===== config.mk =====
export PLATFORM = sky130hd
export DESIGN_NAME = multi_turn_encoder_tracker
export DESIGN_NICKNAME = d
export VERILOG_FILES = /design/src/sv/mtet_pkg.sv /design/src/sv/mtet_fifo.sv /design/src/sv/mtet_front.sv /design/src/sv/mtet_back.sv /design/src/sv/multi_turn_encoder_tracker.sv
export SDC_FILE = /design/constraint.sdc
export NUM_CORES = 1
export LEC_CHECK = 0
export BUFFER_PORTS_ARGS = -buffer_cell sky130_fd_sc_hd__buf_2
export CAP_MARGIN = 20
export CELL_PAD_IN_SITES_DETAIL_PLACEMENT = 0
export CELL_PAD_IN_SITES_GLOBAL_PLACEMENT = 2
export CORE_UTILIZATION = 36
export DETAILED_ROUTE_END_ITERATION = 10
export GPL_ROUTABILITY_DRIVEN = 0
export PLACE_DENSITY = 0.84
export SYNTH_ARGS = -nofsm -noshare
export SYNTH_HDL_FRONTEND = slang
export SYNTH_HIERARCHICAL = 1
export SYNTH_SLANG_ARGS = --single-unit

===== constraint.sdc =====
create_clock -name clk -period 5.95 [get_ports clk]
set_input_delay 1.19 -clock clk [delete_from_list [all_inputs] [get_ports clk]]
set_output_delay 1.19 -clock clk [all_outputs]
set_load 0.02 [all_outputs]

===== src/sv/mtet_pkg.sv =====
`timescale 1ns / 1ps
// Package for the multi-turn encoder tracker: item types, command codes,
// register map and constants. No dependencies.
package mtet_pkg;

	// encoder geometry
	localparam int ANGLE_W   = 13;
	localparam int RATE_W    = 14;
	localparam int WORD_W    = 16;
	localparam int POS_W     = 30;
	localparam int SETTLE_W  = 7;
	localparam int FUNC_W    = 2;
	localparam int HALF_TURN = 4096;
	localparam int FULL_TURN = 8192;

	// defaults
	localparam int TURN_BITS_DEF   = 16;
	localparam int SETTLE_RST      = 50;
	localparam int QUEUE_DEPTH_DEF = 2;

	// configuration port
	localparam int PADDR_W = 2;
	localparam int PDATA_W = 32;
	localparam logic [PADDR_W-1:0] ADDR_SETTLE = 2'd0;

	// command codes carried in func
	typedef enum logic [FUNC_W-1:0] {
		FUNC_FRAME  = 2'd0,
		FUNC_RESET  = 2'd1,
		FUNC_ZERO   = 2'd2,
		FUNC_UNUSED = 2'd3
	} func_t;

	// decoded operation, at most one bit set
	typedef struct packed {
		logic frame;
		logic reset_pos;
		logic zero_off;
	} op_t;

	// item handed from the front to the back
	typedef struct packed {
		op_t                      op;
		logic [ANGLE_W-1:0]       angle;
		logic signed [WORD_W-1:0] speed;
		logic signed [WORD_W-1:0] current;
	} cmd_t;

	// result item
	typedef struct packed {
		logic signed [POS_W-1:0]  total_position;
		logic signed [RATE_W-1:0] angle_rate;
		logic signed [WORD_W-1:0] turn_count;
		logic signed [WORD_W-1:0] motor_speed;
		logic signed [WORD_W-1:0] motor_current;
		logic                     tracking;
	} res_t;

endpackage


===== src/sv/mtet_fifo.sv =====
`timescale 1ns / 1ps
// Small register-based FIFO used between the pipeline parts.
// Depends on nothing.
module mtet_fifo #(
	parameter int W     = 8,
	parameter int DEPTH = 2
) (
	input  logic         clk,
	input  logic         arst_n,
	input  logic         push,
	input  logic [W-1:0] din,
	output logic         full,
	input  logic         pop,
	output logic [W-1:0] dout,
	output logic         empty
);
	localparam int AW = (DEPTH > 1) ? $clog2(DEPTH) : 1;
	localparam int CW = $clog2(DEPTH + 1);

	logic [W-1:0]  mem_q [DEPTH];
	logic [AW-1:0] wr_ptr_q;
	logic [AW-1:0] rd_ptr_q;
	logic [CW-1:0] count_q;
	logic          do_push;
	logic          do_pop;

	assign full    = (count_q == CW'(DEPTH));
	assign empty   = (count_q == '0);
	assign do_push = push && !full;
	assign do_pop  = pop && !empty;
	assign dout    = mem_q[rd_ptr_q];

	// storage
	always_ff @(posedge clk) begin
		if (do_push) begin
			mem_q[wr_ptr_q] <= din;
		end
	end

	// pointers and fill count
	always_ff @(posedge clk or negedge arst_n) begin
		if (!arst_n) begin
			wr_ptr_q <= '0;
			rd_ptr_q <= '0;
			count_q  <= '0;
		end else begin
			if (do_push) begin
				wr_ptr_q <= (wr_ptr_q == AW'(DEPTH - 1)) ? '0 : wr_ptr_q + 1'b1;
			end
			if (do_pop) begin
				rd_ptr_q <= (rd_ptr_q == AW'(DEPTH - 1)) ? '0 : rd_ptr_q + 1'b1;
			end
			if (do_push && !do_pop) begin
				count_q <= count_q + 1'b1;
			end else if (do_pop && !do_push) begin
				count_q <= count_q - 1'b1;
			end
		end
	end

endmodule


===== src/sv/mtet_front.sv =====
`timescale 1ns / 1ps
// Front part: decodes func of each incoming item and queues it for the back.
// Depends on mtet_pkg and mtet_fifo.
module mtet_front import mtet_pkg::*; #(
	parameter int DEPTH = QUEUE_DEPTH_DEF
) (
	input  logic                     clk,
	input  logic                     arst_n,
	input  logic                     push,
	output logic                     full,
	input  logic [FUNC_W-1:0]        func,
	input  logic [ANGLE_W-1:0]       encoder_angle,
	input  logic signed [WORD_W-1:0] speed_in,
	input  logic signed [WORD_W-1:0] current_in,
	input  logic                     cmd_pop,
	output cmd_t                     cmd,
	output logic                     cmd_empty
);
	cmd_t                cmd_in;
	logic [$bits(cmd_t)-1:0] cmd_raw;

	// classify the command
	always_comb begin
		cmd_in.op      = '0;
		cmd_in.angle   = encoder_angle;
		cmd_in.speed   = speed_in;
		cmd_in.current = current_in;
		unique case (func_t'(func))
			FUNC_FRAME:  cmd_in.op.frame     = 1'b1;
			FUNC_RESET:  cmd_in.op.reset_pos = 1'b1;
			FUNC_ZERO:   cmd_in.op.zero_off  = 1'b1;
			FUNC_UNUSED: cmd_in.op           = '0;
			default:     cmd_in.op           = '0;
		endcase
	end

	// decoupling queue toward the back
	mtet_fifo #(
		.W     ($bits(cmd_t)),
		.DEPTH (DEPTH)
	) u_cmd_q (
		.clk    (clk),
		.arst_n (arst_n),
		.push   (push),
		.din    (cmd_in),
		.full   (full),
		.pop    (cmd_pop),
		.dout   (cmd_raw),
		.empty  (cmd_empty)
	);

	assign cmd = cmd_t'(cmd_raw);

endmodule


===== src/sv/mtet_back.sv =====
`timescale 1ns / 1ps
// Back part: tracker state, angle unwrap and result queue.
// Depends on mtet_pkg and mtet_fifo.
module mtet_back import mtet_pkg::*; #(
	parameter int TURN_BITS = TURN_BITS_DEF,
	parameter int DEPTH     = QUEUE_DEPTH_DEF
) (
	input  logic                clk,
	input  logic                arst_n,
	input  logic [SETTLE_W-1:0] settle_frames,
	input  cmd_t                cmd,
	input  logic                cmd_empty,
	output logic                cmd_pop,
	input  logic                res_pop,
	output res_t                res,
	output logic                res_empty
);
	localparam int EXT_W = POS_W - ANGLE_W;

	// tracker state
	logic [SETTLE_W-1:0]      frame_count_q;
	logic                     settled_q;
	logic [ANGLE_W-1:0]       cur_angle_q;
	logic [ANGLE_W-1:0]       off_angle_q;
	logic [TURN_BITS-1:0]     turns_q;
	logic signed [RATE_W-1:0] rate_q;
	logic signed [WORD_W-1:0] speed_q;
	logic signed [WORD_W-1:0] current_q;

	// next state
	logic [SETTLE_W-1:0]      frame_count_d;
	logic                     settled_d;
	logic [ANGLE_W-1:0]       cur_angle_d;
	logic [ANGLE_W-1:0]       off_angle_d;
	logic [TURN_BITS-1:0]     turns_d;
	logic signed [RATE_W-1:0] rate_d;
	logic signed [WORD_W-1:0] speed_d;
	logic signed [WORD_W-1:0] current_d;

	logic [SETTLE_W:0]        next_count;
	logic signed [RATE_W:0]   diff;
	logic [EXT_W-1:0]         turns_ext;
	logic [WORD_W-1:0]        turns_out;
	logic                     res_full;
	logic                     step;
	res_t                     res_in;
	logic [$bits(res_t)-1:0]  res_raw;

	assign step    = !cmd_empty && !res_full;
	assign cmd_pop = step;

	assign next_count = {1'b0, frame_count_q} + 1'b1;
	assign diff = $signed({2'b00, cmd.angle}) - $signed({2'b00, cur_angle_q});

	// state update for one item
	always_comb begin
		frame_count_d = frame_count_q;
		settled_d     = settled_q;
		cur_angle_d   = cur_angle_q;
		off_angle_d   = off_angle_q;
		turns_d       = turns_q;
		rate_d        = rate_q;
		speed_d       = speed_q;
		current_d     = current_q;
		if (cmd.op.frame) begin
			settled_d     = settled_q || (next_count > {1'b0, settle_frames});
			frame_count_d = next_count[SETTLE_W] ? '1 : next_count[SETTLE_W-1:0];
			cur_angle_d   = cmd.angle;
			if (!settled_d) begin
				off_angle_d = cmd.angle;
			end else begin
				speed_d   = cmd.speed;
				current_d = cmd.current;
				priority if (diff > (RATE_W+1)'(HALF_TURN)) begin
					turns_d = turns_q - 1'b1;
					rate_d  = RATE_W'(diff - (RATE_W+1)'(FULL_TURN));
				end else if (diff < -(RATE_W+1)'(HALF_TURN)) begin
					turns_d = turns_q + 1'b1;
					rate_d  = RATE_W'(diff + (RATE_W+1)'(FULL_TURN));
				end else begin
					rate_d  = RATE_W'(diff);
				end
			end
		end else if (cmd.op.reset_pos) begin
			off_angle_d = cur_angle_q;
			turns_d     = '0;
		end else if (cmd.op.zero_off) begin
			off_angle_d = '0;
		end
	end

	// turn count sized for the position sum (sign-extended or cut) and for the turn output (zero-padded or cut)
	generate
		if (TURN_BITS >= EXT_W) begin : g_ext_cut
			assign turns_ext = turns_d[EXT_W-1:0];
		end else begin : g_ext_sign
			assign turns_ext = {{(EXT_W - TURN_BITS){turns_d[TURN_BITS-1]}}, turns_d};
		end
		if (TURN_BITS >= WORD_W) begin : g_out_cut
			assign turns_out = turns_d[WORD_W-1:0];
		end else begin : g_out_pad
			assign turns_out = {{(WORD_W - TURN_BITS){1'b0}}, turns_d};
		end
	endgenerate

	// result from the state after the item
	always_comb begin
		res_in.total_position = $signed({turns_ext, {ANGLE_W{1'b0}}}
			+ {{EXT_W{1'b0}}, cur_angle_d} - {{EXT_W{1'b0}}, off_angle_d});
		res_in.angle_rate     = rate_d;
		res_in.turn_count     = $signed(turns_out);
		res_in.motor_speed    = speed_d;
		res_in.motor_current  = current_d;
		res_in.tracking       = settled_d;
	end

	// control state
	always_ff @(posedge clk or negedge arst_n) begin
		if (!arst_n) begin
			frame_count_q <= '0;
			settled_q     <= 1'b0;
			cur_angle_q   <= '0;
			off_angle_q   <= '0;
			turns_q       <= '0;
			rate_q        <= '0;
			speed_q       <= '0;
			current_q     <= '0;
		end else if (step) begin
			frame_count_q <= frame_count_d;
			settled_q     <= settled_d;
			cur_angle_q   <= cur_angle_d;
			off_angle_q   <= off_angle_d;
			turns_q       <= turns_d;
			rate_q        <= rate_d;
			speed_q       <= speed_d;
			current_q     <= current_d;
		end
	end

	// result queue toward the consumer
	mtet_fifo #(
		.W     ($bits(res_t)),
		.DEPTH (DEPTH)
	) u_res_q (
		.clk    (clk),
		.arst_n (arst_n),
		.push   (step),
		.din    (res_in),
		.full   (res_full),
		.pop    (res_pop),
		.dout   (res_raw),
		.empty  (res_empty)
	);

	assign res = res_t'(res_raw);

endmodule


===== src/sv/multi_turn_encoder_tracker.sv =====
`timescale 1ns / 1ps
// Top level of the multi-turn encoder tracker: APB register and the two parts.
// Depends on mtet_pkg, mtet_front and mtet_back.
//
//   port group   | kind       | accepted when
//   -------------+------------+------------------------------------------
//   item in      | queue push | push && !full
//   result out   | queue pop  | pop && !empty
//   config       | APB write  | psel && penable && pwrite (pready tied 1)
//
// One item per cycle sustained while the result queue is not full. An accepted
// item waits in the input queue; the state update takes it from there and
// writes its result into the result queue at the same edge, from which it can be popped.
// Reset clears all tracker state, the queues and sets settle_frames to 50.
// A full result queue stalls the back; the input queue keeps taking items
// until it is full too.
module multi_turn_encoder_tracker import mtet_pkg::*; #(
	parameter int TURN_BITS   = TURN_BITS_DEF,
	parameter int QUEUE_DEPTH = QUEUE_DEPTH_DEF
) (
	input  logic                     clk,
	input  logic                     arst_n,
	// item channel
	input  logic                     push,
	output logic                     full,
	input  logic [FUNC_W-1:0]        func,
	input  logic [ANGLE_W-1:0]       encoder_angle,
	input  logic signed [WORD_W-1:0] speed_in,
	input  logic signed [WORD_W-1:0] current_in,
	// result channel
	output logic                     empty,
	input  logic                     pop,
	output logic signed [POS_W-1:0]  total_position,
	output logic signed [RATE_W-1:0] angle_rate,
	output logic signed [WORD_W-1:0] turn_count,
	output logic signed [WORD_W-1:0] motor_speed,
	output logic signed [WORD_W-1:0] motor_current,
	output logic                     tracking,
	// configuration port
	input  logic                     psel,
	input  logic                     penable,
	input  logic                     pwrite,
	input  logic [PADDR_W-1:0]       paddr,
	input  logic [PDATA_W-1:0]       pwdata,
	output logic [PDATA_W-1:0]       prdata,
	output logic                     pready
);
	logic [SETTLE_W-1:0] settle_q;
	cmd_t                cmd;
	logic                cmd_empty;
	logic                cmd_pop;
	res_t                res;

	// configuration register
	assign pready = 1'b1;
	always_ff @(posedge clk or negedge arst_n) begin
		if (!arst_n) begin
			settle_q <= SETTLE_W'(SETTLE_RST);
		end else if (psel && penable && pwrite && pready && paddr == ADDR_SETTLE) begin
			settle_q <= pwdata[SETTLE_W-1:0];
		end
	end

	assign prdata = (paddr == ADDR_SETTLE) ? {{(PDATA_W - SETTLE_W){1'b0}}, settle_q} : '0;

	// front: accept and classify
	mtet_front #(
		.DEPTH (QUEUE_DEPTH)
	) u_front (
		.clk           (clk),
		.arst_n        (arst_n),
		.push          (push),
		.full          (full),
		.func          (func),
		.encoder_angle (encoder_angle),
		.speed_in      (speed_in),
		.current_in    (current_in),
		.cmd_pop       (cmd_pop),
		.cmd           (cmd),
		.cmd_empty     (cmd_empty)
	);

	// back: unwrap and report
	mtet_back #(
		.TURN_BITS (TURN_BITS),
		.DEPTH     (QUEUE_DEPTH)
	) u_back (
		.clk           (clk),
		.arst_n        (arst_n),
		.settle_frames (settle_q),
		.cmd           (cmd),
		.cmd_empty     (cmd_empty),
		.cmd_pop       (cmd_pop),
		.res_pop       (pop),
		.res           (res),
		.res_empty     (empty)
	);

	assign total_position = res.total_position;
	assign angle_rate     = res.angle_rate;
	assign turn_count     = res.turn_count;
	assign motor_speed    = res.motor_speed;
	assign motor_current  = res.motor_current;
	assign tracking       = res.tracking;

endmodule

==> impl_metrics.env <==
export IMPL_drive_gt1_share_pct=30.44
export IMPL_synth_edf_count=282
export IMPL_yosys_area_share_simple_pct=13.29
export IMPL_rsz0062_at_grt="yes"
export IMPL_cts_buffers=43
export IMPL_clk_latency_ns=0.58
export IMPL_post_route_cell_area_um2=22330
export IMPL_die_w_um=229.5
export IMPL_synth_area_mux_share_pct=10.53
export IMPL_cap_viol_max_count=0
export IMPL_fin_crit_sh_pct=102.1
export IMPL_yosysUniqueCellTypes=80
export IMPL_placed_cell_area_um2=20340
export IMPL_hold_class="reg2reg"
export IMPL_drtAntennaViolNets=0
export IMPL_holdWs_ns=0.4743
export IMPL_cts_sinks=393
export IMPL_clockRootBuffer="clkbuf_16"
export IMPL_antenna_found_initial=0
export IMPL_wl_per_cell_um=17.75
export IMPL_hpwl_mm=28.86
export IMPL_end_kind="register"
export IMPL_worstSetupPathType="reg2reg"
export IMPL_final_nets=1924
export IMPL_ctsHoldBuffers=0
export IMPL_skew_ns=0.01683
export IMPL_vias=12510
export IMPL_ys_async_sr_fraction_pct=28.24
export IMPL_vias_per_cell=4.983
export IMPL_syn_cell_area_um2=18640
export IMPL_synthCells=1552
export IMPL_critPathRequiredTime_ns=6.23
export IMPL_yosysWarnings=6
export IMPL_start_kind="register"
export IMPL_r2r_slack_ns=-0.12
export IMPL_yosys_area_top_type_share_pct=45.44
export IMPL_cts_buffer_depth=3
export IMPL_routed_wl_mm=44.54
export IMPL_drv_slew=0
export IMPL_core_area_um2=51200
export IMPL_ys_seq_elements=393
export IMPL_syn_area_per_cell_um2=12.01
export IMPL_synth_ff_type="edfxtp_1"
export IMPL_cts_tree="yes"
export IMPL_yosys_top_cells_count="nand2_1 (384), edfxtp_1 (282), mux2_2 (153), dfrtp_1 (108), o21ai_0 (85)"
export IMPL_fin_ws_ns=-0.1248
export IMPL_die_height_um=229.5
export IMPL_slew_headroom_pct=27.17
export IMPL_dieArea_um2=52680
export IMPL_grt_pass1_wl_mm=69.96
export IMPL_synth_compound_area_share_pct=6.975
export IMPL_yosysTopAreaCell="edfxtp_1"
export IMPL_syn_to_final_growth_pct=19.83
export IMPL_synthTopCellsByArea="edfxtp_1 (45%), dfrtp_1 (15%), mux2_2 (9.2%)"
export IMPL_seq_area_frac_synth_pct=60.36
export IMPL_placementRows=83
export IMPL_timing_rr_end="u_back/u_res_q/mem_q[0][91]"
export IMPL_tightestPinTransition_ns=1.092
export IMPL_reg2regPathDepth=24
export IMPL_drc=0
export IMPL_critical_path_max_fanout=10
export IMPL_clk_pin_slew_ns=0.06
export IMPL_endpoint="u_back/u_res_q/mem_q[0][91]"
export IMPL_drtIter0Drc=818
export IMPL_regToRegStartpoint="u_back/frame_count_q[0]"
export IMPL_overflow=0
export IMPL_setup_viol=14
export IMPL_status="finished with violations"
export IMPL_fmax_ghz=0.1646
export IMPL_violations="setup timing"
export IMPL_diodes=0
export IMPL_nFillCells=4707
export IMPL_port_buffers=164
export IMPL_htreeDepth=2
export IMPL_grtUsageTotal_pct=17.00
export IMPL_startpoint="u_back/frame_count_q[0]"
export IMPL_grt_pass1_vias=12550
export IMPL_synth_most_common_cell="nand2_1"
export IMPL_hold_violations=0
export IMPL_crit_arrival_ns=6.36
export IMPL_drtPass1Iterations=5
export IMPL_place_ws_ns=-0.1983
export IMPL_io_pins=216
export IMPL_initial_utilization_pct=36.40
export IMPL_final_min_clock_period_ns=6.075
export IMPL_grt_max_degree=91
export IMPL_synth_top_family_by_area="simple AND/OR/NAND/NOR gates"
export IMPL_synth_xor_area_share_pct=2.162
export IMPL_synth_fa_ha_area_share_pct=2.766
-- metal layers --
| layer | GRT usage, % | up-vias | routed length [um] |
|---|---|---|---|
| met4 | 5.479 | 0 | 1056 |
| met2 | 28.52 | 256 | 21820 |
| li1 | - | 5979 | - |
| met3 | 3.100 | 65 | 1908 |
| met1 | 22.12 | 6208 | 19760 |
| met5 | 0 | - | 0 |
-- cells by family after synthesis --
kind of cell | after synthesis
AOI/OAI and AO/OA | 201
xor gates and xnor gates | 46
adders and majority gates | 40
buffers and inverters | 139
DFF | 393
muxes | 172
other | 2
and+or+nand+nor | 559
-- per-stage QoR --
step	TNS, ns	util (%)	instances
6_report	-0.8925	43.62	2510
5_1_grt	-6.062	43.62	2510
4_1_cts	-0.6516	43.56	2509
3_5_place_dp	-2.719	39.72	2383
3_3_place_gp	-1.182	39.72	2383
2_1_floorplan	-0.03013	-	1576
-- critical path: stages, from the launching register on --
cell and delay (ns):
dfrtp_1 0.37, ha_2 0.21, nand2_2 0.07, or3_4 0.38, xnor2_2 0.15, ha_1 0.30, a2111o_1 0.41, o211ai_1 0.38
nand2_2 0.17, buf_4 0.23, o21ai_0 0.23, o21ai_2 0.12, fa_2 0.37, a21o_1 0.21, a21oi_2 0.16, nor2b_1 0.06
o21a_1 0.19, o41ai_2 0.36, nor2b_1 0.08, o21a_1 0.20, o21a_1 0.19, o31a_1 0.28, or3_4 0.39, nor4_4 0.15
xor2_1 0.11
-- cells in the final DEF, fill, tap and decap left out, drive strengths merged, types with 3 or more instances in the layout --
master,instances
nor2b,6
a21o,9
mux2i,9
nor4,10
dfrtp,108
dfstp,3
o22ai,3
nor2,50
clkinv,9
or4,5
edfxtp,282
ha,38
and2,10
o21a,11
and3,12
and4,5
mux2,163
o211ai,9
or2,6
or3,7
clkbuf,52
nand4b,6
nand2b,5
o2111ai,3
nor3,19
clkinvlp,4
buf,270
a221o,13
o31ai,4
xor2,15
nand4,11
nand3,18
bufinv,11
inv,47
nand2,384
a21oi,31
o21ai,92
conb,26
xnor2,31
-- what timing repair did --
action / in CTS / in global routing
buffers inserted: 47 / 5
endpoints found under the setup margin: 32 / 33
gates resized for setup: 11 / 6
endpoints found under the hold margin: 0 / 0
pin swaps: 6 / 4
-- sequential cells by signal, summed over array words and instances, names as in the netlist, 2 cells and up --
register and cells:
u_back/frame_count_q 7, u_front/u_cmd_q/count_q 2, settle_q 7, u_back/u_res_q/count_q 2
u_back/off_angle_q 13, u_back/current_q 16, u_back/speed_q 16, u_back/rate_q 14
u_back/turns_q 16, u_back/cur_angle_q 13, u_front/u_cmd_q/mem_q 96, u_back/u_res_q/mem_q 186
-- worst min path at each step --
stage                               from  cells past startpoint  slack, ns                   end
finish                u_back/speed_q[10]                      2       0.47    u_back/speed_q[10]
global route            u_back/rate_q[6]                      2       0.49      u_back/rate_q[6]
CTS                   u_back/speed_q[11]                      2       0.48    u_back/speed_q[11]
detailed placement     u_back/speed_q[3]                      2       0.46     u_back/speed_q[3]
global placement    u_back/current_q[15]                      2       0.46  u_back/current_q[15]
floorplan               u_back/settled_q                      1       0.44      u_back/settled_q
-- area by class of cell --
cell class	count	area [um^2]	share of cell area (%)
clock buffer	52	1130	5.059
clock inverter	27	446.7	2.000
inverter	44	165.2	0.7395
multi-input combinational	1044	6855	30.70
sequential	393	11250	50.39
tap	680	850.8	3.810
timing repair buffer	270	1630	7.300
Power is left out: the tool's default activity adds up to more than one toggle a clock period on the data nets, which glitch-free logic cannot reach.
